===== src/sv/ceu_pkg.sv =====
`timescale 1ns / 1ps

package ceu_pkg;

    localparam int CFG_IDX_BITS = 3;
    localparam int MUL_CHUNK    = 16;
    localparam int NUM_UOPS     = 22;
    localparam int PC_BITS      = 5;

    typedef enum logic [CFG_IDX_BITS-1:0] {
        CFG_GAIN_A    = 3'd0,
        CFG_GAIN_B    = 3'd1,
        CFG_GAIN_C    = 3'd2,
        CFG_SLOPE_D   = 3'd3,
        CFG_SLOPE_E   = 3'd4,
        CFG_TIME_STEP = 3'd5
    } t_cfg_idx;

    typedef enum logic [1:0] {
        ST_IDLE,
        ST_ISSUE,
        ST_MUL_WAIT,
        ST_COMMIT
    } t_state;

    typedef enum logic [1:0] {
        OP_ADD,
        OP_SUB,
        OP_ABS,
        OP_MUL
    } t_op;

    typedef enum logic [3:0] {
        SRC_X,
        SRC_Y,
        SRC_Z,
        SRC_ONE,
        SRC_A,
        SRC_B,
        SRC_C,
        SRC_D,
        SRC_E,
        SRC_H,
        SRC_T1,
        SRC_T2
    } t_src;

    typedef enum logic [2:0] {
        DST_T1,
        DST_T2,
        DST_NX,
        DST_NY,
        DST_NZ
    } t_dst;

    typedef struct packed {
        t_op  op;
        t_src src_a;
        t_src src_b;
        t_dst dst;
    } t_uop;

    typedef struct packed {
        logic start;   // new step: clear overflow flag
        logic issue;   // execute uop this cycle
        t_uop uop;
        logic commit;  // store new point and load output register
    } t_dp_cmd;

    typedef struct packed {
        logic mul_done;
    } t_dp_sts;

    // One Euler step. Every operand comes from the previous point.
    localparam t_uop PROGRAM [NUM_UOPS] = '{
        '{OP_MUL, SRC_H,  SRC_C,   DST_T1},  // h*c
        '{OP_MUL, SRC_T1, SRC_Y,   DST_T1},  // (h*c)*y
        '{OP_SUB, SRC_Z,  SRC_T1,  DST_NZ},  // z'
        '{OP_MUL, SRC_H,  SRC_B,   DST_T1},  // h*b
        '{OP_SUB, SRC_X,  SRC_Y,   DST_T2},  // x-y
        '{OP_ADD, SRC_T2, SRC_Z,   DST_T2},  // (x-y)+z
        '{OP_MUL, SRC_T1, SRC_T2,  DST_T1},
        '{OP_ADD, SRC_Y,  SRC_T1,  DST_NY},  // y'
        '{OP_ADD, SRC_X,  SRC_ONE, DST_T1},  // x+1
        '{OP_ABS, SRC_T1, SRC_T1,  DST_T1},
        '{OP_SUB, SRC_X,  SRC_ONE, DST_T2},  // x-1
        '{OP_ABS, SRC_T2, SRC_T2,  DST_T2},
        '{OP_SUB, SRC_T1, SRC_T2,  DST_T1},  // diff
        '{OP_ADD, SRC_D,  SRC_E,   DST_T2},  // d+e
        '{OP_MUL, SRC_T2, SRC_T1,  DST_T1},  // (d+e)*diff
        '{OP_MUL, SRC_E,  SRC_X,   DST_T2},  // e*x
        '{OP_ADD, SRC_T2, SRC_T1,  DST_T1},  // g
        '{OP_SUB, SRC_Y,  SRC_X,   DST_T2},  // y-x
        '{OP_SUB, SRC_T2, SRC_T1,  DST_T1},  // (y-x)-g
        '{OP_MUL, SRC_H,  SRC_A,   DST_T2},  // h*a
        '{OP_MUL, SRC_T2, SRC_T1,  DST_T1},
        '{OP_ADD, SRC_X,  SRC_T1,  DST_NX}   // x'
    };

endpackage


===== src/sv/ceu_if.sv =====
`timescale 1ns / 1ps

interface ceu_tick_if;
    logic valid;
    logic ready;
    logic tick;

    modport source (output valid, output tick, input ready);
    modport sink (input valid, input tick, output ready);
endinterface

interface ceu_cfg_if import ceu_pkg::*; #(
    parameter int WORD_BITS = 32
);
    logic                    valid;
    logic                    ready;
    logic [CFG_IDX_BITS-1:0] index;
    logic [WORD_BITS-1:0]    data;

    modport source (output valid, output index, output data, input ready);
    modport sink (input valid, input index, input data, output ready);
endinterface

interface ceu_result_if #(
    parameter int WORD_BITS = 32
);
    logic                        valid;
    logic                        ready;
    logic signed [WORD_BITS-1:0] next_x;
    logic signed [WORD_BITS-1:0] next_y;
    logic signed [WORD_BITS-1:0] next_z;
    logic                        overflow;

    modport source (output valid, output next_x, output next_y, output next_z,
                    output overflow, input ready);
    modport sink (input valid, input next_x, input next_y, input next_z,
                  input overflow, output ready);
endinterface


===== src/sv/chua_attractor_euler_step_unit.sv =====
`timescale 1ns / 1ps

// Channel   Role     Handshake      Payload
// i_tick    request  valid/ready    tick (1 = advance one step)
// i_cfg     config   valid/ready    index, data (gains a b c, slopes d e, step h)
// o_result  result   valid/ready    next_x, next_y, next_z, overflow
//
// Datapath: one shared multiplier (one 16-bit digit per cycle) serves the 8
//   products of a step; the 14 add/sub/abs ops go through the ALU.
// Reset: synchronous, active low; point returns to (1,1,1), config
//   registers to their defaults. No clearing pass.
// Stalls: a held result does not block the next tick; a step only waits at
//   its commit for the output register to empty. Config is always ready.

module chua_attractor_euler_step_unit import ceu_pkg::*; #(
    parameter int WORD_BITS = 32,
    parameter int FRAC_BITS = 24
) (
    input  logic   i_clk,
    input  logic   i_rst_n,
    ceu_tick_if.sink     i_tick,
    ceu_cfg_if.sink      i_cfg,
    ceu_result_if.source o_result
);

    t_dp_cmd dp_cmd;
    t_dp_sts dp_sts;

    // registers load straight from the port
    assign i_cfg.ready = 1'b1;

    // sequencer: walks the uop program, one step per accepted tick
    ceu_ctrl u_ctrl (
        .i_clk       (i_clk),
        .i_rst_n     (i_rst_n),
        .i_in_valid  (i_tick.valid),
        .i_tick      (i_tick.tick),
        .o_in_ready  (i_tick.ready),
        .o_out_valid (o_result.valid),
        .i_out_ready (o_result.ready),
        .o_cmd       (dp_cmd),
        .i_sts       (dp_sts)
    );

    // point state, config registers, saturating ALU and digit multiplier
    ceu_dpath #(
        .WORD_BITS (WORD_BITS),
        .FRAC_BITS (FRAC_BITS)
    ) u_dpath (
        .i_clk       (i_clk),
        .i_rst_n     (i_rst_n),
        .i_cmd       (dp_cmd),
        .o_sts       (dp_sts),
        .i_cfg_valid (i_cfg.valid),
        .i_cfg_index (i_cfg.index),
        .i_cfg_data  (i_cfg.data),
        .o_next_x    (o_result.next_x),
        .o_next_y    (o_result.next_y),
        .o_next_z    (o_result.next_z),
        .o_overflow  (o_result.overflow)
    );

endmodule


===== src/sv/ceu_dpath.sv =====
`timescale 1ns / 1ps

module ceu_dpath import ceu_pkg::*; #(
    parameter int WORD_BITS = 32,
    parameter int FRAC_BITS = 24
) (
    input  logic                        i_clk,
    input  logic                        i_rst_n,
    input  t_dp_cmd                     i_cmd,
    output t_dp_sts                     o_sts,
    input  logic                        i_cfg_valid,
    input  logic [CFG_IDX_BITS-1:0]     i_cfg_index,
    input  logic [WORD_BITS-1:0]        i_cfg_data,
    output logic signed [WORD_BITS-1:0] o_next_x,
    output logic signed [WORD_BITS-1:0] o_next_y,
    output logic signed [WORD_BITS-1:0] o_next_z,
    output logic                        o_overflow
);

    localparam int NCH      = (WORD_BITS + MUL_CHUNK - 1) / MUL_CHUNK;
    localparam int BP       = NCH * MUL_CHUNK;
    localparam int AW       = WORD_BITS + BP;
    localparam int PW       = AW + 1;
    localparam int CNT_BITS = $clog2(NCH + 1);

    localparam logic [WORD_BITS-1:0] MAX_W = {1'b0, {(WORD_BITS-1){1'b1}}};
    localparam logic [WORD_BITS-1:0] MIN_W = {1'b1, {(WORD_BITS-1){1'b0}}};

    // Q8.24 code rescaled to the word format, saturated.
    function automatic logic [WORD_BITS:0] from_q24(input logic signed [63:0] v);
        logic signed [127:0]    t;
        logic [128-WORD_BITS:0] top;
        t = {{64{v[63]}}, v};
        if (FRAC_BITS >= 24) begin
            t = t <<< (FRAC_BITS - 24);
        end else begin
            t = t >>> (24 - FRAC_BITS);
        end
        top = t[127:WORD_BITS-1];
        if ((top == '0) || (top == '1)) begin
            return {1'b0, t[WORD_BITS-1:0]};
        end
        return {1'b1, (t[127] ? MIN_W : MAX_W)};
    endfunction

    // {saturated flag, clamped word}
    function automatic logic [WORD_BITS:0] sat_w(input logic signed [PW-1:0] v);
        logic [PW-WORD_BITS:0] top;
        top = v[PW-1:WORD_BITS-1];
        if ((top == '0) || (top == '1)) begin
            return {1'b0, v[WORD_BITS-1:0]};
        end
        return {1'b1, (v[PW-1] ? MIN_W : MAX_W)};
    endfunction

    localparam logic [WORD_BITS:0] ONE_Q = from_q24(64'sd16777216);
    localparam logic [WORD_BITS-1:0] ONE = ONE_Q[WORD_BITS-1:0];
    localparam logic ONE_SAT = ONE_Q[WORD_BITS];
    localparam logic [WORD_BITS:0] RST_A_Q = from_q24(64'sd243269632);
    localparam logic [WORD_BITS:0] RST_B_Q = from_q24(64'sd16777216);
    localparam logic [WORD_BITS:0] RST_C_Q = from_q24(64'sd429161185);
    localparam logic [WORD_BITS:0] RST_D_Q = from_q24(-64'sd16777216);
    localparam logic [WORD_BITS:0] RST_E_Q = from_q24(64'sd0);
    localparam logic [WORD_BITS:0] RST_H_Q = from_q24(64'sd167772);

    logic [WORD_BITS-1:0] r_gain_a, r_gain_b, r_gain_c, r_slope_d, r_slope_e, r_time_step;
    logic [WORD_BITS-1:0] r_x, r_y, r_z, r_t1, r_t2, r_nx, r_ny, r_nz;
    logic                 r_sat_hit;

    logic                 r_mul_busy;
    logic                 r_mul_fin;
    logic [CNT_BITS-1:0]  r_mul_cnt;
    logic [WORD_BITS-1:0] r_mul_a;
    logic [BP-1:0]        r_mul_b;
    logic                 r_mul_neg;
    logic [AW-1:0]        r_mul_acc;
    t_dst                 r_mul_dst;

    logic [WORD_BITS-1:0]           op_a, op_b;
    logic [WORD_BITS-1:0]           mag_a, mag_b;
    logic signed [WORD_BITS:0]      alu_wide;
    logic [WORD_BITS:0]             alu_sat;
    logic [WORD_BITS+MUL_CHUNK-1:0] mul_pp;
    logic signed [PW-1:0]           mul_s;
    logic [WORD_BITS:0]             mul_sat;
    logic                           alu_wr;
    logic                           wr_en;
    t_dst                           wr_dst;
    logic [WORD_BITS-1:0]           wr_val;
    logic                           wr_flag;

    function automatic logic [WORD_BITS-1:0] pick(input t_src s);
        logic [WORD_BITS-1:0] v;
        unique case (s)
            SRC_X:   v = r_x;
            SRC_Y:   v = r_y;
            SRC_Z:   v = r_z;
            SRC_ONE: v = ONE;
            SRC_A:   v = r_gain_a;
            SRC_B:   v = r_gain_b;
            SRC_C:   v = r_gain_c;
            SRC_D:   v = r_slope_d;
            SRC_E:   v = r_slope_e;
            SRC_H:   v = r_time_step;
            SRC_T1:  v = r_t1;
            SRC_T2:  v = r_t2;
            default: v = '0;
        endcase
        return v;
    endfunction

    always_comb begin
        op_a  = pick(i_cmd.uop.src_a);
        op_b  = pick(i_cmd.uop.src_b);
        mag_a = op_a[WORD_BITS-1] ? (WORD_BITS)'(-op_a) : op_a;
        mag_b = op_b[WORD_BITS-1] ? (WORD_BITS)'(-op_b) : op_b;
        unique case (i_cmd.uop.op)
            OP_ADD:  alu_wide = $signed({op_a[WORD_BITS-1], op_a})
                              + $signed({op_b[WORD_BITS-1], op_b});
            OP_SUB:  alu_wide = $signed({op_a[WORD_BITS-1], op_a})
                              - $signed({op_b[WORD_BITS-1], op_b});
            OP_ABS:  alu_wide = op_a[WORD_BITS-1] ? -$signed({op_a[WORD_BITS-1], op_a})
                                                  : $signed({1'b0, op_a});
            default: alu_wide = '0;
        endcase
        alu_sat = sat_w(PW'(alu_wide));
        alu_wr  = i_cmd.issue && (i_cmd.uop.op != OP_MUL);
    end

    // radix-2^16 multiply, multiplier digits taken MSB first
    always_comb begin
        mul_pp = r_mul_a * r_mul_b[BP-1 -: MUL_CHUNK];
        mul_s  = $signed({1'b0, r_mul_acc});
        if (r_mul_neg) begin
            mul_s = -mul_s;
        end
        mul_sat = sat_w(mul_s >>> FRAC_BITS);
    end

    always_comb begin
        wr_en   = alu_wr || r_mul_fin;
        wr_dst  = r_mul_fin ? r_mul_dst : i_cmd.uop.dst;
        wr_val  = r_mul_fin ? mul_sat[WORD_BITS-1:0] : alu_sat[WORD_BITS-1:0];
        wr_flag = r_mul_fin ? mul_sat[WORD_BITS] : alu_sat[WORD_BITS];
    end

    always_ff @(posedge i_clk) begin
        if (!i_rst_n) begin
            r_mul_busy <= 1'b0;
            r_mul_fin  <= 1'b0;
            r_mul_cnt  <= '0;
        end else if (i_cmd.issue && (i_cmd.uop.op == OP_MUL)) begin
            r_mul_busy <= 1'b1;
            r_mul_fin  <= 1'b0;
            r_mul_cnt  <= CNT_BITS'(NCH);
        end else if (r_mul_busy) begin
            r_mul_cnt <= r_mul_cnt - CNT_BITS'(1);
            if (r_mul_cnt == CNT_BITS'(1)) begin
                r_mul_busy <= 1'b0;
                r_mul_fin  <= 1'b1;
            end
        end else begin
            r_mul_fin <= 1'b0;
        end
    end

    always_ff @(posedge i_clk) begin
        if (i_cmd.issue && (i_cmd.uop.op == OP_MUL)) begin
            r_mul_a   <= mag_a;
            r_mul_b   <= BP'(mag_b);
            r_mul_neg <= op_a[WORD_BITS-1] ^ op_b[WORD_BITS-1];
            r_mul_acc <= '0;
            r_mul_dst <= i_cmd.uop.dst;
        end else if (r_mul_busy) begin
            r_mul_acc <= (r_mul_acc << MUL_CHUNK) + AW'(mul_pp);
            r_mul_b   <= r_mul_b << MUL_CHUNK;
        end
    end

    always_ff @(posedge i_clk) begin
        if (wr_en) begin
            unique case (wr_dst)
                DST_T1:  r_t1 <= wr_val;
                DST_T2:  r_t2 <= wr_val;
                DST_NX:  r_nx <= wr_val;
                DST_NY:  r_ny <= wr_val;
                DST_NZ:  r_nz <= wr_val;
                default: ;
            endcase
        end
    end

    always_ff @(posedge i_clk) begin
        if (!i_rst_n) begin
            r_sat_hit <= 1'b0;
        end else if (i_cmd.start) begin
            r_sat_hit <= ONE_SAT;
        end else if (wr_en) begin
            r_sat_hit <= r_sat_hit | wr_flag;
        end
    end

    always_ff @(posedge i_clk) begin
        if (!i_rst_n) begin
            r_x <= ONE;
            r_y <= ONE;
            r_z <= ONE;
        end else if (i_cmd.commit) begin
            r_x <= r_nx;
            r_y <= r_ny;
            r_z <= r_nz;
        end
    end

    always_ff @(posedge i_clk) begin
        if (i_cmd.commit) begin
            o_next_x   <= r_nx;
            o_next_y   <= r_ny;
            o_next_z   <= r_nz;
            o_overflow <= r_sat_hit;
        end
    end

    always_ff @(posedge i_clk) begin
        if (!i_rst_n) begin
            r_gain_a    <= RST_A_Q[WORD_BITS-1:0];
            r_gain_b    <= RST_B_Q[WORD_BITS-1:0];
            r_gain_c    <= RST_C_Q[WORD_BITS-1:0];
            r_slope_d   <= RST_D_Q[WORD_BITS-1:0];
            r_slope_e   <= RST_E_Q[WORD_BITS-1:0];
            r_time_step <= RST_H_Q[WORD_BITS-1:0];
        end else if (i_cfg_valid) begin
            unique case (t_cfg_idx'(i_cfg_index))
                CFG_GAIN_A:    r_gain_a    <= i_cfg_data;
                CFG_GAIN_B:    r_gain_b    <= i_cfg_data;
                CFG_GAIN_C:    r_gain_c    <= i_cfg_data;
                CFG_SLOPE_D:   r_slope_d   <= i_cfg_data;
                CFG_SLOPE_E:   r_slope_e   <= i_cfg_data;
                CFG_TIME_STEP: r_time_step <= i_cfg_data;
                default:       ;
            endcase
        end
    end

    assign o_sts.mul_done = r_mul_fin;

endmodule


===== src/sv/ceu_ctrl.sv =====
`timescale 1ns / 1ps

module ceu_ctrl import ceu_pkg::*; (
    input  logic    i_clk,
    input  logic    i_rst_n,
    input  logic    i_in_valid,
    input  logic    i_tick,
    output logic    o_in_ready,
    output logic    o_out_valid,
    input  logic    i_out_ready,
    output t_dp_cmd o_cmd,
    input  t_dp_sts i_sts
);

    localparam logic [PC_BITS-1:0] LAST_PC = PC_BITS'(NUM_UOPS - 1);

    t_state               r_state, n_state;
    logic [PC_BITS-1:0]   r_pc, n_pc;
    logic                 r_out_valid, n_out_valid;
    t_uop                 cur_uop;

    assign cur_uop = PROGRAM[r_pc];

    // next state
    always_comb begin
        n_state     = r_state;
        n_pc        = r_pc;
        n_out_valid = r_out_valid && !i_out_ready;
        unique case (r_state)
            ST_IDLE: begin
                if (i_in_valid && i_tick) begin
                    n_state = ST_ISSUE;
                    n_pc    = '0;
                end
            end
            ST_ISSUE: begin
                if (cur_uop.op == OP_MUL) begin
                    n_state = ST_MUL_WAIT;
                end else if (r_pc == LAST_PC) begin
                    n_state = ST_COMMIT;
                end else begin
                    n_pc = r_pc + PC_BITS'(1);
                end
            end
            ST_MUL_WAIT: begin
                if (i_sts.mul_done) begin
                    if (r_pc == LAST_PC) begin
                        n_state = ST_COMMIT;
                    end else begin
                        n_state = ST_ISSUE;
                        n_pc    = r_pc + PC_BITS'(1);
                    end
                end
            end
            ST_COMMIT: begin
                if (!r_out_valid || i_out_ready) begin
                    n_state     = ST_IDLE;
                    n_out_valid = 1'b1;
                end
            end
            default: n_state = ST_IDLE;
        endcase
    end

    // outputs
    always_comb begin
        o_in_ready   = (r_state == ST_IDLE);
        o_out_valid  = r_out_valid;
        o_cmd.start  = (r_state == ST_IDLE) && i_in_valid && i_tick;
        o_cmd.issue  = (r_state == ST_ISSUE);
        o_cmd.uop    = cur_uop;
        o_cmd.commit = (r_state == ST_COMMIT) && (!r_out_valid || i_out_ready);
    end

    always_ff @(posedge i_clk) begin
        if (!i_rst_n) begin
            r_state     <= ST_IDLE;
            r_pc        <= '0;
            r_out_valid <= 1'b0;
        end else begin
            r_state     <= n_state;
            r_pc        <= n_pc;
            r_out_valid <= n_out_valid;
        end
    end

`ifndef SYNTHESIS
    a_commit_slot_free: assert property (@(posedge i_clk) disable iff (!i_rst_n)
        o_cmd.commit |-> (!r_out_valid || i_out_ready))
        else $error("commit while output register still full");

    a_wait_on_mul: assert property (@(posedge i_clk) disable iff (!i_rst_n)
        (r_state == ST_MUL_WAIT) |-> (cur_uop.op == OP_MUL))
        else $error("multiply wait on a non-multiply uop");

    a_pc_range: assert property (@(posedge i_clk) disable iff (!i_rst_n)
        r_pc <= LAST_PC)
        else $error("uop pointer past end of program");

    a_busy_after_start: assert property (@(posedge i_clk) disable iff (!i_rst_n)
        o_cmd.start |=> !o_in_ready)
        else $error("new request taken while a step is running");

    a_commit_sets_valid: assert property (@(posedge i_clk) disable iff (!i_rst_n)
        o_cmd.commit |=> o_out_valid)
        else $error("result not presented after commit");
`endif

endmodule


===== src/flat_wrapper.sv =====
// flat-port wrapper written by rule: the top's interface ports become plain ports
module chua_attractor_euler_step_unit_flat import ceu_pkg::*;
#(
    parameter int WORD_BITS = 32,
    parameter int FRAC_BITS = 24
)
  (i_clk, i_rst_n, i_tick_valid, i_tick_tick, i_tick_ready, i_cfg_valid, i_cfg_index, i_cfg_data, i_cfg_ready, o_result_valid, o_result_next_x, o_result_next_y, o_result_next_z, o_result_overflow, o_result_ready);
  ceu_tick_if i_tick_i ();
  ceu_cfg_if #(.WORD_BITS(WORD_BITS)) i_cfg_i ();
  ceu_result_if #(.WORD_BITS(WORD_BITS)) o_result_i ();
  input  logic i_clk;
  input  logic i_rst_n;
  input wire logic [$bits(i_tick_i.valid)-1:0] i_tick_valid;
  input wire logic [$bits(i_tick_i.tick)-1:0] i_tick_tick;
  output wire logic [$bits(i_tick_i.ready)-1:0] i_tick_ready;
  input wire logic [$bits(i_cfg_i.valid)-1:0] i_cfg_valid;
  input wire logic [$bits(i_cfg_i.index)-1:0] i_cfg_index;
  input wire logic [$bits(i_cfg_i.data)-1:0] i_cfg_data;
  output wire logic [$bits(i_cfg_i.ready)-1:0] i_cfg_ready;
  output wire logic [$bits(o_result_i.valid)-1:0] o_result_valid;
  output wire logic [$bits(o_result_i.next_x)-1:0] o_result_next_x;
  output wire logic [$bits(o_result_i.next_y)-1:0] o_result_next_y;
  output wire logic [$bits(o_result_i.next_z)-1:0] o_result_next_z;
  output wire logic [$bits(o_result_i.overflow)-1:0] o_result_overflow;
  input wire logic [$bits(o_result_i.ready)-1:0] o_result_ready;
  assign i_tick_i.valid = i_tick_valid;
  assign i_tick_i.tick = i_tick_tick;
  assign i_tick_ready = i_tick_i.ready;
  assign i_cfg_i.valid = i_cfg_valid;
  assign i_cfg_i.index = i_cfg_index;
  assign i_cfg_i.data = i_cfg_data;
  assign i_cfg_ready = i_cfg_i.ready;
  assign o_result_valid = o_result_i.valid;
  assign o_result_next_x = o_result_i.next_x;
  assign o_result_next_y = o_result_i.next_y;
  assign o_result_next_z = o_result_i.next_z;
  assign o_result_overflow = o_result_i.overflow;
  assign o_result_i.ready = o_result_ready;
  chua_attractor_euler_step_unit #(.WORD_BITS(WORD_BITS), .FRAC_BITS(FRAC_BITS)) u_core (.i_clk(i_clk), .i_rst_n(i_rst_n), .i_tick(i_tick_i), .i_cfg(i_cfg_i), .o_result(o_result_i));
endmodule

===== config.mk =====
export PLATFORM = sky130hd
export DESIGN_NAME = chua_attractor_euler_step_unit_flat
export DESIGN_NICKNAME = d
export VERILOG_FILES = /design/src/sv/ceu_pkg.sv /design/src/sv/ceu_if.sv /design/src/sv/chua_attractor_euler_step_unit.sv /design/src/sv/ceu_dpath.sv /design/src/sv/ceu_ctrl.sv /design/src/flat_wrapper.sv
export SDC_FILE = /design/constraint.sdc
export NUM_CORES = 2
export LEC_CHECK = 0
export ABC_AREA = 0
export BUFFER_PORTS_ARGS = -buffer_cell sky130_fd_sc_hd__buf_2
export CAP_MARGIN = 10
export CORE_UTILIZATION = 40
export CTS_BUF_LIST = sky130_fd_sc_hd__clkbuf_4 sky130_fd_sc_hd__clkbuf_8 sky130_fd_sc_hd__clkbuf_16
export CTS_CLUSTER_SIZE = 25
export DETAILED_ROUTE_END_ITERATION = 10
export SETUP_SLACK_MARGIN = 0.3
export SLEW_MARGIN = 10
export SYNTH_ARGS = -nofsm -noshare
export SYNTH_HDL_FRONTEND = slang
export SYNTH_HIERARCHICAL = 1
export SYNTH_SLANG_ARGS = --single-unit

===== constraint.sdc =====
create_clock -name i_clk -period 12.55 [get_ports i_clk]
set_input_delay 0.6275 -clock i_clk [delete_from_list [all_inputs] [get_ports i_clk]]
set_output_delay 0.6275 -clock i_clk [all_outputs]
set_load 0.03 [all_outputs]

# Word-level counts from Yosys, hierarchy flattened
# Memory sizes are Yosys's and may differ from the RTL's.
# Cells that the tools add are included.
# classes
n_addsub,9
n_mul,1
n_div,0
n_lt_le_gt_ge,1
eq_ne,47
shifts,0
muxes,41
bitwise,5
reduce_logical,39
# op_table
operator,n
32-bit one-hot mux with 12 select lines,2
32-bit two-way mux,6
33-bit two-way mux,5
33-bit one-hot mux with 3 select lines,1
"34-bit == test, second input constant",2
34-bit logical NOT,2
65-bit two-way mux,1
64-bit negator with 65-bit output,1
64-bit by 48-bit adder with 64-bit output,1
32-bit negator,2
32-bit by 16-bit multiplier with 48-bit output,1
32-bit by 32-bit adder with 33-bit output,1
32-bit negator with 33-bit output,1
32-bit by 32-bit subtractor with 33-bit output,1
"4-bit by 3-bit == test with 1-bit output, second input constant",8
"4-bit == test, second input constant",8
31-bit two-way mux,1
13-bit two-way mux,2
2-bit AND reduction,11
5-bit two-way mux,4
"4-bit by 2-bit == test with 1-bit output, second input constant",4
2-bit two-way mux,8
5-bit one-hot mux with 3 select lines,1
"3-bit by 2-bit == test with 1-bit output, second input constant",4
30 further kinds,65
# totals
register_bits,690
latch_bits,0
ramBits,0
rom_bits,416
in_bits,41
mem_count,1
# mem_list
name,words,word_bits,rd,rd_clocked_by_memory_dff,wr,line_no,text
(no name shown),32,13,1,0,0,ceu_ctrl.sv:22,assign cur_uop = PROGRAM[r_pc];

# Depth between registers and ports, before layout
# depth
ltp_word,15
depth_mapped,36
mapped_depth_nobuf,29

# By module
# Netlist, hierarchy kept.
# by_module_without_submodules
mod,instances,cells_each,area_each_um2,seq_area_each_um2
ceu_dpath,1,5576,52233.8,16906.2
ceu_ctrl,1,142,1051.0,160.2
chua_attractor_euler_step_unit,1,2,11.3,0.0

# Worst setup path before layout
# No wires, ideal clock.
# synth_timing
path_kind,reg2reg
from,register u_core.u_ctrl.r_pc[0]
to,register u_core.u_dpath.r_nx[10] (data pin)
setup_ns,0.279
arrival_time_ns,6.870
setup_slack_ns,5.401
stages_incl_launch_ff,30
period_less_slack_ns,7.149
cell_sequence,dfxtp_1 > clkbuf_8 > inv_1 > ha_1 > o41ai_1 > buf_2 > buf_4 > buf_2 > mux2i_1 > o221ai_1 > a2111oi_0 > nand3b_1 > nor4_2 > and3_1 > clkbuf_1 > and4_1 > ha_1 > nand2_1 > o21ai_0 > ha_1 > nand4_1 > or4_1 > o22a_1 > o211ai_1 > and2_1 > nand4_1 > and2_1 > a21oi_4 > buf_4 > a211oi_1
# synth_rtl
element,line_no,text
start: declaration,ceu_ctrl.sv:18,"logic [PC_BITS-1:0] r_pc, n_pc;"
start signal: assignment,ceu_ctrl.sv:82,r_pc <= n_pc;
end signal: assignment,ceu_dpath.sv:185,DST_NX: r_nx <= wr_val;
end: declaration,ceu_dpath.sv:67,"logic [WORD_BITS-1:0] r_x, r_y, r_z, r_t1, r_t2, r_nx, r_ny, r_nz;"

==> metrics.md <==
| Metric | Value |
|---|---|
| Postcts setup bufs | 0 |
| Hpwl dp | between 150,000 and 200,000 um |
| Critical Path Fanout Max | 28 |
| H-tree Lvls | 3 |
| Filler cell count | 12,894 |
| Die H | 367 um |
| Crit path buf inv count | 3 |
| Clock-pin transition on the worst setup and hold timing paths | 0.06 ns |
| 1st-pass router iterations | 7 |
| Detailed Route Iter0 Violations | 4,486 |
| Drt total wl | roughly 220,000 um |
| Top FF cell, synth | dfxtp_1 |
| Seq cells post-synth | between 600 and 700 |
| Post-Syn Area per Cell | 9.32 um^2 |
| Total gr overflow | 0 |
| Register area share after synthesis | 0.320 |
| Max reg flops | 64 |
| Share of layout cells above drive strength 1 | 0.0892 |
| Slew Limit Fails | 0 |
| I/O Buffers | 139 |
| EDFF count, synth | 325 |
| Most used cell, CP | and2_1 |
| Measured slew at the worst slew-check pin | between 1 and 1.5 ns |
| CP delay by family, top | simple AND/OR/NAND/NOR gates |
| Fin. Hold Viols | 0 |
| Relative slew slack | 0.147 |
| Final critical-path required period | 10.21 ns |
| Worst setup path class | register to register |
| Wirelength per Cell | 28.9 um |
| Starting Density | 0.404 |
| Slowest stage delay, CP | 0.82 ns |
| Most frequent cells in the layout | nand2_1 (888), inv_1 (621), fa_1 (451) |
| Rows | approximately 130 |
| Area Growth Syn to Fin | 9.67% |
| Antenna Nets Post-Route | 0 |
| Syn Nets | ~6,400 |
| Final net count | 6,379 |
| Final Skew | 0.0390 ns |
| Synth warnings | 6 |
| Total track usage | 0.320 |
| Number of sinks driven by the clock tree | 690 |
| Post-synthesis cell area | 53,300 um^2 |
| Core box area | roughly 130,000 um^2 |
| RSZ-0062 raised after global routing | false |
| CP Launch Type | register |
| Largest Register | u_core/u_dpath/r_mul_acc |
| Fin util | 0.444 |
| TritonCTS clock tree | done |
| Async SR Flop Fraction | 0 |
| RD Place Congestion | between 1 and 1.5 |
| CP Capture Type | register |
| Max_cap viols | 0 |
| CTS hold repair buffers | 0 |
| Status | finished clean |
| Worst Hold Class | input pin to register |
| Clock Tree Root | clkbuf_16 |
| DIE AREA | between 100,000 and 150,000 um^2 |
| TNS Setup | 0 ns |
| DR vias | between 40,000 and 50,000 |
| Synthesized instance count | between 5,000 and 6,000 |
| CTS buffer count | 74 |
| Slowest cell on the critical path | a2111oi_0 |
| Crit path DAT | 10.53 ns |
| First-pass GRT wire length | about 310,000 um |
| Highest Clock Rate | 97.9 MHz |
| Max Root-Sink Buffers | 3 |
| Synth unique cells | a little over 100 |
| DR DRC count | 0 |
| PostCTS Resize Cnt | 0 |
| Reg-to-reg slack, setup | 2.34 ns |
| CP required | 12.88 ns |
| Crit share post-route | 0.813 |
| Die width | between 300 and 400 um |
| Final setup viols | 0 |
| Most common cell after layout, fill and taps aside | nand2_1 |
| Vias per cell | 5.79 |
| IO Count | roughly 140 |
| Skew-Pair Late Insertion Delay | between 0.6 and 0.7 ns |
| Initial antenna violation count | 5 |
| Pin count of the biggest net entering global routing | 132 |
| Vias in the first global route | around 43,000 |
-- cells in the mapped netlist (all sizes together), types with 10 or more instances --
| cell | count | area, um^2 |
|---|---|---|
| a211oi | 50 | 375 |
| a22o | 63 | 552 |
| nor3 | 54 | 270 |
| a21o | 48 | 362 |
| a221oi | 20 | 175 |
| a32oi | 24 | 210 |
| a21boi | 167 | 1260 |
| clkbuf | 274 | 1060 |
| nand4 | 26 | 163 |
| and2 | 236 | 1480 |
| o22ai | 43 | 269 |
| o21ai | 134 | 671 |
| fa | 451 | 9030 |
| nand2 | 890 | 3340 |
| o31ai | 16 | 125 |
| xnor2 | 111 | 972 |
| o221ai | 17 | 149 |
| ha | 185 | 2310 |
| nor3b | 17 | 128 |
| a31oi | 27 | 184 |
| mux2 | 30 | 338 |
| xor2 | 92 | 806 |
| nor2b | 132 | 826 |
| or3 | 16 | 105 |
| nand3b | 24 | 180 |
| nand3 | 98 | 495 |
| mux2i | 221 | 2210 |
| o21bai | 15 | 113 |
| or4 | 14 | 113 |
| nand2b | 15 | 101 |
| and3 | 36 | 225 |
| edfxtp | 325 | 9760 |
| or2 | 18 | 113 |
| buf | 77 | 413 |
| inv | 622 | 2330 |
| nor4 | 23 | 150 |
| o211ai | 14 | 105 |
| nor2 | 251 | 950 |
| a32o | 11 | 110 |
| a22oi | 118 | 891 |
| or3b | 10 | 87.6 |
| dfxtp | 365 | 7310 |
| a21oi | 171 | 871 |
| o21a | 42 | 315 |
-- final cells by class --
class,count,area [um^2],area share
Antenna cell,3,7.51,0.000128
Clock buffer,94,2080,0.0355
Clock inverter,44,475,0.00813
Inverter,624,2340,0.0401
Multi-Input combinational cell,4054,32600,0.558
Sequential cell,690,17100,0.292
Tap cell,1755,2200,0.0376
Timing Repair Buffer,258,1680,0.0287
-- cells by family after synthesis --
family | Yosys count | synth area share
buffers and inverters | 976 | 0.0718
AND/OR/NAND/NOR | 1890 | 0.169
other | 1 | 0.0000704
flip-flops | 690 | 0.320
AO/OA/AOI/OAI | 1065 | 0.142
XOR/XNOR | 203 | 0.0334
multiplexers | 259 | 0.0512
adder cells (fa/ha/maj) | 636 | 0.213
-- stage by stage --
stage,std cells,cell area [um^2],worst slack (ns),hold slack [ns]
floorplan,5720,53300,5.40,0.409
global placement,7380,55900,2.50,0.425
detailed placement,7380,55900,2.48,0.431
CTS,7518,58400,2.42,0.192
global route,7519,58400,1.85,0.235
finish,7522,58500,2.34,0.240
-- layer usage --
| metal | vias to the layer above | share of wire | routed length (um) | GRT usage |
|---|---|---|---|---|
| li1 | 19276 | - | - | - |
| met1 | 22138 | 0.43 | 93900 | 0.438 |
| met2 | 1778 | 0.45 | 98900 | 0.508 |
| met3 | 356 | 0.069 | 15000 | 0.0470 |
| met4 | 4 | 0.045 | 9800 | 0.128 |
| met5 | - | 0.00010 | 22 | 0 |
-- tightest hold or removal path, delay by kind of cell --
family | cells | cell delay [ns]
AOI/OAI and AO/OA | 1 | 0.06
and+or+nand+nor | 1 | 0.06
buffers and inverters | 1 | 0.13
-- worst paths after layout --
path / cells past startpoint / from / endpoint
setup / recovery: 27 / u_core/u_ctrl/r_pc[0]$_SDFFE_PN0P_ / u_core/u_dpath/r_t2[16]$_DFFE_PP_
hold / removal: 3 / i_cfg_data[14] / u_core/u_dpath/r_gain_a[14]$_SDFFE_PN0P_
setup reg to reg: 27 / u_core/u_ctrl/r_pc[0]$_SDFFE_PN0P_ / u_core/u_dpath/r_t2[16]$_DFFE_PP_
hold reg to reg: 0 / u_core/u_dpath/r_sat_hit$_SDFFE_PP0P_ / u_core/u_dpath/o_overflow$_DFFE_PP_
Power is left out: the tool's default activity adds up to more than one toggle a clock period on the data nets, which glitch-free logic cannot reach.
